`config.mk`:
```
export PLATFORM = sky130hd
export DESIGN_NAME = policy_select_arbiter
export DESIGN_NICKNAME = d
export VERILOG_FILES = /design/src/hdl/psa_pkg.sv /design/src/hdl/psa_ram.sv /design/src/hdl/psa_ctrl.sv /design/src/hdl/psa_datapath.sv /design/src/hdl/policy_select_arbiter.sv
export SDC_FILE = /design/constraint.sdc
export NUM_CORES = 1
export LEC_CHECK = 0
export BUFFER_PORTS_ARGS = -buffer_cell sky130_fd_sc_hd__buf_4
export CAP_MARGIN = 40
export CORE_MARGIN = 5
export CORE_UTILIZATION = 43
export CTS_CLUSTER_DIAMETER = 120
export DETAILED_ROUTE_END_ITERATION = 7
export PLACE_DENSITY_LB_ADDON = 0.08
export SETUP_SLACK_MARGIN = 0.2
export SYNTH_ARGS = -nofsm -noshare
export SYNTH_HDL_FRONTEND = slang
export SYNTH_SLANG_ARGS = --single-unit
```
`constraint.sdc`:
```
create_clock -name aclk -period 6.2 [get_ports aclk]
set_input_delay 0.93 -clock aclk [delete_from_list [all_inputs] [get_ports aclk]]
set_output_delay 0.93 -clock aclk [all_outputs]
set_load 0.01 [all_outputs]
```
`src/hdl/psa_pkg.sv`:
```
// shared types, codes and constants of the policy select arbiter
package psa_pkg;

    localparam int PSA_SLOTS = 16;

    localparam int IN_DATA_W  = 16;
    localparam int OUT_DATA_W = 16;

    localparam logic FUNC_WRITE  = 1'b0;
    localparam logic FUNC_SELECT = 1'b1;

    localparam logic [1:0] MODE_RR   = 2'd0;
    localparam logic [1:0] MODE_PRIO = 2'd1;
    localparam logic [1:0] MODE_PRR  = 2'd2;

    typedef enum logic [2:0] {
        ST_IDLE,
        ST_START,
        ST_SCAN1,
        ST_MOD,
        ST_SCAN2,
        ST_RESULT
    } psa_state_t;

    typedef struct packed {
        logic clear;
        logic write;
        logic scan_start;
        logic scan1;
        logic mod_step;
        logic scan2;
        logic load;
    } psa_cmd_t;

    typedef struct packed {
        logic is_write;
        logic scan_done;
        logic rotate_ok;
        logic mod_done;
        logic out_free;
    } psa_status_t;

endpackage

```
`src/hdl/psa_ram.sv`:
```
// generic single write port ram with registered read
module psa_ram #(
    parameter int WIDTH = 9,
    parameter int DEPTH = 16
) (
    input  logic                     clk,
    input  logic                     we,
    input  logic [$clog2(DEPTH)-1:0] waddr,
    input  logic [WIDTH-1:0]         wdata,
    input  logic [$clog2(DEPTH)-1:0] raddr,
    output logic [WIDTH-1:0]         rdata
);

    logic [WIDTH-1:0] mem [DEPTH];

    always_ff @(posedge clk) begin
        if (we) begin
            mem[waddr] <= wdata;
        end
        rdata <= mem[raddr];
    end

endmodule

```
`src/hdl/psa_ctrl.sv`:
```
// sequencing state machine of the policy select arbiter
module psa_ctrl (
    input  logic                aclk,
    input  logic                aresetn,
    input  logic                s_tvalid,
    output logic                s_tready,
    input  psa_pkg::psa_status_t status,
    output psa_pkg::psa_cmd_t    cmd
);
    import psa_pkg::*;

    psa_state_t state_reg, state_next;

    always_ff @(posedge aclk) begin
        if (!aresetn) begin
            state_reg <= ST_IDLE;
        end else begin
            state_reg <= state_next;
        end
    end

    always_comb begin
        state_next = state_reg;
        case (state_reg)
            ST_IDLE: begin
                if (s_tvalid) state_next = ST_START;
            end
            ST_START: begin
                state_next = status.is_write ? ST_RESULT : ST_SCAN1;
            end
            ST_SCAN1: begin
                if (status.scan_done) state_next = status.rotate_ok ? ST_MOD : ST_RESULT;
            end
            ST_MOD: begin
                if (status.mod_done) state_next = ST_SCAN2;
            end
            ST_SCAN2: begin
                if (status.scan_done) state_next = ST_RESULT;
            end
            ST_RESULT: begin
                if (status.out_free) state_next = ST_IDLE;
            end
            default: state_next = ST_IDLE;
        endcase
    end

    always_comb begin
        cmd      = '0;
        s_tready = 1'b0;
        case (state_reg)
            ST_IDLE: begin
                s_tready = 1'b1;
            end
            ST_START: begin
                cmd.clear      = 1'b1;
                cmd.write      = status.is_write;
                cmd.scan_start = ~status.is_write;
            end
            ST_SCAN1: begin
                cmd.scan1 = 1'b1;
            end
            ST_MOD: begin
                cmd.mod_step   = ~status.mod_done;
                cmd.scan_start = status.mod_done;
            end
            ST_SCAN2: begin
                cmd.scan2 = 1'b1;
            end
            ST_RESULT: begin
                cmd.load = status.out_free;
            end
            default: begin
                cmd = '0;
            end
        endcase
    end

endmodule

```
`src/hdl/psa_datapath.sv`:
```
// slot table, scan accumulators, modulo reduction and result register
module psa_datapath #(
    parameter int SLOTS = psa_pkg::PSA_SLOTS
) (
    input  logic                            aclk,
    input  logic                            aresetn,
    input  logic                            cfg_we,
    input  logic [1:0]                      cfg_wdata,
    input  logic                            s_accept,
    input  logic [psa_pkg::IN_DATA_W-1:0]   s_tdata,
    input  logic                            s_tuser,
    output logic                            m_tvalid,
    input  logic                            m_tready,
    output logic [psa_pkg::OUT_DATA_W-1:0]  m_tdata,
    output logic                            m_tuser,
    input  psa_pkg::psa_cmd_t               cmd,
    output psa_pkg::psa_status_t            status
);
    import psa_pkg::*;

    localparam int IDX_W = (SLOTS > 1) ? $clog2(SLOTS) : 1;
    localparam int CNT_W = $clog2(SLOTS + 1);
    localparam int ENT_W = 9;

    // captured input item
    logic              func_reg;
    logic [3:0]        slot_reg;
    logic              run_in_reg;
    logic [7:0]        pri_in_reg;

    logic [1:0]        mode_reg;
    logic [IDX_W-1:0]  rot_reg;
    logic [SLOTS-1:0]  valid_reg;

    // scan pipeline
    logic [CNT_W-1:0]  scan_cnt_reg;
    logic              pipe_vld_reg;
    logic [IDX_W-1:0]  pipe_idx_reg;
    logic              valid_q_reg;
    logic [ENT_W-1:0]  ram_q;

    // accumulators
    logic              found_reg;
    logic signed [7:0] best_reg;
    logic [IDX_W-1:0]  first_reg;
    logic [CNT_W-1:0]  run_n_reg;
    logic [CNT_W-1:0]  tie_n_reg;
    logic [CNT_W-1:0]  rem_reg;
    logic [CNT_W-1:0]  k_reg;
    logic              picked_reg;
    logic [IDX_W-1:0]  pick_reg;

    logic              m_tvalid_reg;
    logic [OUT_DATA_W-1:0] m_tdata_reg;
    logic              m_tuser_reg;

    logic [IDX_W+3:0]  slot_wide;
    logic              wr_ok;
    logic [IDX_W-1:0]  wr_addr;
    logic [IDX_W-1:0]  rd_addr;
    logic              scan_run;
    logic              issue;
    logic              e_run;
    logic signed [7:0] e_pri;
    logic              cand;
    logic [CNT_W-1:0]  n_sel;
    logic              rotating;
    logic [CNT_W-1:0]  rem_inc;
    logic [CNT_W+IDX_W-1:0] rot_wide;
    logic [IDX_W+3:0]  grant_wide;
    logic [CNT_W+4:0]  cnt_wide;
    logic              res_valid;
    logic [3:0]        res_slot;
    logic [4:0]        res_count;

    assign slot_wide = {{IDX_W{1'b0}}, slot_reg};
    assign wr_addr   = slot_wide[IDX_W-1:0];
    assign wr_ok     = (int'(slot_reg) < SLOTS);
    assign rd_addr   = scan_cnt_reg[IDX_W-1:0];
    assign scan_run  = cmd.scan1 | cmd.scan2;
    assign issue     = scan_run && (int'(scan_cnt_reg) < SLOTS);

    psa_ram #(
        .WIDTH(ENT_W),
        .DEPTH(SLOTS)
    ) u_table (
        .clk  (aclk),
        .we   (cmd.write & wr_ok),
        .waddr(wr_addr),
        .wdata({run_in_reg, pri_in_reg}),
        .raddr(rd_addr),
        .rdata(ram_q)
    );

    // never written entries read as not runnable, priority zero
    assign e_run = valid_q_reg & ram_q[8];
    assign e_pri = valid_q_reg ? signed'(ram_q[7:0]) : 8'sd0;

    assign rotating = (mode_reg == MODE_RR) || (mode_reg == MODE_PRR);
    assign n_sel    = (mode_reg == MODE_RR) ? run_n_reg : tie_n_reg;
    assign cand     = e_run && ((mode_reg == MODE_RR) || (e_pri == best_reg));
    assign rem_inc  = rem_reg + 1'b1;
    assign rot_wide = {{CNT_W{1'b0}}, rot_reg};

    always_ff @(posedge aclk) begin
        if (!aresetn) begin
            mode_reg     <= MODE_RR;
            rot_reg      <= '0;
            valid_reg    <= '0;
            scan_cnt_reg <= '0;
            pipe_vld_reg <= 1'b0;
            m_tvalid_reg <= 1'b0;
        end else begin
            if (cfg_we) mode_reg <= cfg_wdata;
            if (cmd.write && wr_ok) valid_reg[wr_addr] <= 1'b1;
            if (cmd.scan_start) begin
                scan_cnt_reg <= '0;
                pipe_vld_reg <= 1'b0;
            end else if (scan_run) begin
                pipe_vld_reg <= issue;
                if (issue) scan_cnt_reg <= scan_cnt_reg + 1'b1;
            end
            if (cmd.load && func_reg == FUNC_SELECT && found_reg && rotating) begin
                rot_reg <= (rem_inc == n_sel) ? '0 : rem_inc[IDX_W-1:0];
            end
            if (cmd.load) begin
                m_tvalid_reg <= 1'b1;
            end else if (m_tready) begin
                m_tvalid_reg <= 1'b0;
            end
        end
    end

    always_comb begin
        res_valid  = 1'b0;
        res_slot   = 4'd0;
        res_count  = 5'd0;
        grant_wide = '0;
        cnt_wide   = {5'd0, n_sel};
        if (func_reg == FUNC_SELECT && found_reg) begin
            case (mode_reg)
                MODE_RR, MODE_PRR: begin
                    grant_wide = {4'd0, pick_reg};
                    res_valid  = 1'b1;
                    res_slot   = grant_wide[3:0];
                    res_count  = cnt_wide[4:0];
                end
                MODE_PRIO: begin
                    grant_wide = {4'd0, first_reg};
                    res_valid  = 1'b1;
                    res_slot   = grant_wide[3:0];
                end
                default: begin
                    res_valid = 1'b0;
                end
            endcase
        end
    end

    always_ff @(posedge aclk) begin
        if (s_accept) begin
            func_reg   <= s_tuser;
            slot_reg   <= s_tdata[3:0];
            run_in_reg <= s_tdata[4];
            pri_in_reg <= s_tdata[12:5];
        end
        pipe_idx_reg <= rd_addr;
        valid_q_reg  <= valid_reg[rd_addr];
        if (cmd.clear) begin
            found_reg  <= 1'b0;
            best_reg   <= 8'sd0;
            first_reg  <= '0;
            run_n_reg  <= '0;
            tie_n_reg  <= '0;
            rem_reg    <= rot_wide[CNT_W-1:0];
            k_reg      <= '0;
            picked_reg <= 1'b0;
            pick_reg   <= '0;
        end else if (cmd.scan1 && pipe_vld_reg) begin
            if (e_run) run_n_reg <= run_n_reg + 1'b1;
            if (e_run && (!found_reg || e_pri < best_reg)) begin
                found_reg <= 1'b1;
                best_reg  <= e_pri;
                first_reg <= pipe_idx_reg;
                tie_n_reg <= {{(CNT_W-1){1'b0}}, 1'b1};
            end else if (e_run && e_pri == best_reg) begin
                tie_n_reg <= tie_n_reg + 1'b1;
            end
        end else if (cmd.mod_step) begin
            rem_reg <= rem_reg - n_sel;
        end else if (cmd.scan2 && pipe_vld_reg && cand) begin
            // pick the candidate whose rank matches the reduced index
            if (!picked_reg && k_reg == rem_reg) begin
                picked_reg <= 1'b1;
                pick_reg   <= pipe_idx_reg;
            end
            k_reg <= k_reg + 1'b1;
        end
        if (cmd.load) begin
            m_tuser_reg <= res_valid;
            m_tdata_reg <= {7'd0, res_count, res_slot};
        end
    end

    assign status.is_write  = (func_reg == FUNC_WRITE);
    assign status.scan_done = (int'(scan_cnt_reg) == SLOTS) && !pipe_vld_reg;
    assign status.rotate_ok = found_reg && rotating;
    assign status.mod_done  = (rem_reg < n_sel);
    assign status.out_free  = !m_tvalid_reg || m_tready;

    assign m_tvalid = m_tvalid_reg;
    assign m_tdata  = m_tdata_reg;
    assign m_tuser  = m_tuser_reg;

endmodule

```
`src/hdl/policy_select_arbiter.sv`:
```
// top level of the policy select arbiter
// A table of SLOTS entries, each a runnable flag and a signed priority (lower is more
// urgent), is written and queried by items on the slave stream; every item returns
// exactly one result item. A select item scans the table once through its one-read-port
// ram; when a runnable entry is found, the rotating policies then reduce the rotation
// index by repeated subtraction and scan a second time. The result is loaded only once
// the previous result has left the output register. One item is in work at a time;
// the next is accepted while the previous result still waits on the master side.
// The policy register may only be written while no item is in work.
module policy_select_arbiter #(
    parameter int SLOTS = psa_pkg::PSA_SLOTS
) (
    input  logic                           aclk,
    input  logic                           aresetn,
    input  logic                           cfg_we,
    input  logic [1:0]                     cfg_wdata,   // policy_mode
    input  logic                           s_tvalid,
    output logic                           s_tready,
    input  logic [psa_pkg::IN_DATA_W-1:0]  s_tdata,     // slot, runnable, priority_value
    input  logic                           s_tuser,     // func
    output logic                           m_tvalid,
    input  logic                           m_tready,
    output logic [psa_pkg::OUT_DATA_W-1:0] m_tdata,     // grant_slot, candidate_count
    output logic                           m_tuser      // grant_valid
);
    import psa_pkg::*;

    psa_cmd_t    cmd;
    psa_status_t status;
    logic        s_accept;

    assign s_accept = s_tvalid & s_tready;

    psa_ctrl u_ctrl (
        .aclk    (aclk),
        .aresetn (aresetn),
        .s_tvalid(s_tvalid),
        .s_tready(s_tready),
        .status  (status),
        .cmd     (cmd)
    );

    psa_datapath #(
        .SLOTS(SLOTS)
    ) u_datapath (
        .aclk     (aclk),
        .aresetn  (aresetn),
        .cfg_we   (cfg_we),
        .cfg_wdata(cfg_wdata),
        .s_accept (s_accept),
        .s_tdata  (s_tdata),
        .s_tuser  (s_tuser),
        .m_tvalid (m_tvalid),
        .m_tready (m_tready),
        .m_tdata  (m_tdata),
        .m_tuser  (m_tuser),
        .cmd      (cmd),
        .status   (status)
    );

endmodule

```
==> results_dict.tcl <==
set metrics [dict create \
    status "finished, final reports clean" \
    grt_first_pass_wirelength_um 31900 \
    cts_inserted_buffers 27 \
    dieArea_mm2 0.0269 \
    num-nets-final 772 \
    irDropWorstVdd_mv 0.317 \
    worstHoldPathType "reg2reg" \
    cts_tree "yes" \
    drtIter0Drc 258 \
    fillCellCount 2051 \
    startpoint_type "flip-flop" \
    via_count 5585 \
    cts_max_path_buffers 3 \
    largest_register_ffs 144 \
    wirelength_um 19600 \
    die_y_um 164 \
    insertion_delay_ns 0.52 \
    n_antenna_cell 0 \
    io_buffer_count 32 \
    avgViaCountPerCell 5.23 \
    hold_viol 0 \
    cts_hold_buf 0 \
    worst_ep_required_time_ns 6.58 \
    overflow 0 \
    grtUsageTotal 0.152 \
    fin_tns_setup_ns 0 \
    worstPathMaxFanout 15 \
    gp_congestion 0.769 \
    synthFlopType "edfxtp_1" \
    fin_crit_ns 3.05 \
    rows 56 \
    p_leak_nw 4.07 \
    ios 43 \
    core_mm2 0.0234 \
    post-place-ws_ns 3.17 \
    tightest_slew_ns 0.800 \
    drive_gt1_frac 0.210 \
    clock-sinks 252 \
    wl_per_cell_um 18.4 \
    antenna_left 0 \
    async_flop_share 0 \
    total_power_mw 4.52 \
    antenna_found_initial 0 \
    setup_slack_ns 3.15 \
    rsz0062_at_grt "false" \
    cts_max_level 1 \
    seqCellArea_mm2 0.00677 \
    synth_edf_count 172 \
    syn_inst 675 \
    yosysSeqAreaShare 0.665 \
    first_global_vias 5775 \
    cts_setup_buffers 0 \
    timing.fmax_mhz 328 \
    yosys_warnings 0 \
    synth.avg_cell_area_um2 15.1 \
    synth-seq-cells 252 \
    initial_core_util 0.435 \
    finalCritPeriodShare 0.491 \
    cap_violations 0 \
    yosysUniqueCellTypes 58 \
    die_w_um 164 \
    setup-violations-final 0 \
    root_buffer "clkbuf_16" \
    crit_path_end_kind "flip-flop" \
    cellPowerDensity_mw_per_mm2 385 \
    multi_input_area_mm2 0.00315 \
    dr.pass1.iters 4 \
    skew_ns 0.0184 \
    area_growth_syn_to_layout_pct 15.3 \
    post-route-drc-count 0 \
    utilization 0.502 \
    place_hpwl_um 13400 \
    fin_hold_ws_ns 0.386 \
    slew_viol_final 0 \
    grt_max_degree 46 \
    synth_area_mm2 0.0102 \
    cp.arrival_ns 3.42 \
    critical_path_class "reg2reg" \
    cts_resized 0 \
    maxSlewHeadroom 0.466 \
    path_clk_slew_ns 0.06 \
]
==> layout by cell type, fill, tap and decap left out, types with 18 or more instances in the layout <==
cell type	instances
a21oi_1	18
buf_4	52
clkbuf_16	27
dfxtp_1	78
edfxtp_1	172
ha_1	18
inv_1	27
mux4_2	50
nand2_1	36
nor2_1	52
o21a_1	20
==> path summary, 6_finish.rpt <==
kind	start	to	slack (ns)	cells past startpoint
max	u_datapath.mode_reg[0]$_SDFFE_PN0P_	u_datapath.scan_cnt_reg[0]$_SDFFE_PP0P_	3.15	9
max reg2reg	u_datapath.mode_reg[0]$_SDFFE_PN0P_	u_datapath.scan_cnt_reg[0]$_SDFFE_PP0P_	3.15	9
min	u_datapath.scan_cnt_reg[2]$_SDFFE_PP0P_	u_datapath.pipe_idx_reg[2]$_DFF_P_	0.39	0
min reg2reg	u_datapath.scan_cnt_reg[2]$_SDFFE_PP0P_	u_datapath.pipe_idx_reg[2]$_DFF_P_	0.39	0
==> where the power goes <==
part | switching (mW) | leakage [nW] | internal, mW
combinational | 0.443 | 1.46 | 0.408
clock | 0.617 | 0.415 | 0.898
sequential | 0.153 | 2.20 | 2.00
total | 1.21 | 4.07 | 3.31
==> worst max-delay path, cell delays in order, from the launching register on <==
cell	delay [ns]
dfxtp_1	0.66
nor3b_1	0.16
nor2_1	0.31
ha_1	0.28
nor2b_1	0.12
o21ai_0	0.23
a21boi_1	0.14
o21a_1	0.23
o31ai_1	0.65
nor2_1	0.12
==> kinds of logic after synthesis <==
kind of cell / share of synthesized area
compound gates: 0.0583
xor+xnor: 0.0206
flops: 0.665
fa+ha+maj: 0.0241
mux: 0.125
other cells: 0.000368
simple gates: 0.0782
buf+inv: 0.0284
==> area by class of cell <==
class	instances	area share
Sequential cell	252	0.577
Clock inverter	18	0.0117
Clock buffer	31	0.0605
Inverter	27	0.00863
Tap cell	319	0.0340
Timing Repair Buffer	56	0.0402
Multi-Input combinational cell	365	0.268
==> cell usage after synthesis, types with 2 or more instances <==
cell type	n	area share
a21oi_1	18	0.0088
a211oi_1	2	0.0015
clkbuf_1	19	0.0070
o31ai_1	2	0.0015
nor4_1	3	0.0018
and3_1	3	0.0018
a31oi_1	4	0.0025
nor2b_1	5	0.0031
xor2_1	15	0.013
mux4_2	50	0.11
nand2b_1	11	0.0068
inv_1	27	0.010
and2_1	3	0.0018
nor2_1	52	0.019
dfxtp_1	80	0.16
ha_1	18	0.022
a311oi_1	2	0.0017
nand3b_1	7	0.0052
a32o_1	3	0.0029
buf_2	9	0.0044
nand3_1	17	0.0084
nand2_1	36	0.013
o21ai_1	15	0.0074
mux2i_1	14	0.014
nand4_1	8	0.0049
nor3b_1	2	0.0015
o21ai_0	6	0.0029
xnor2_1	9	0.0077
edfxtp_1	172	0.51
nor3_1	9	0.0044
o21a_1	20	0.015
buf_4	8	0.0059
==> through the flow <==
step	cell area (um2)	cells
floorplan	10200	681
global placement	10700	1002
detailed placement	10900	1019
CTS	11700	1068
global route	11700	1068
finish	11700	1068
==> metal layers <==
metal / up-vias / wire length [um] / GRT usage / part of all wire
li1: 2656 / - / - / -
met1: 2803 / 8630 / 0.198 / 0.44
met2: 94 / 9750 / 0.264 / 0.50
met3: 32 / 727 / 0.0256 / 0.037
met4: 0 / 503 / 0.0442 / 0.026
met5: - / 0 / 0 / 0
Note: power is estimated with default switching activity, not from simulation.
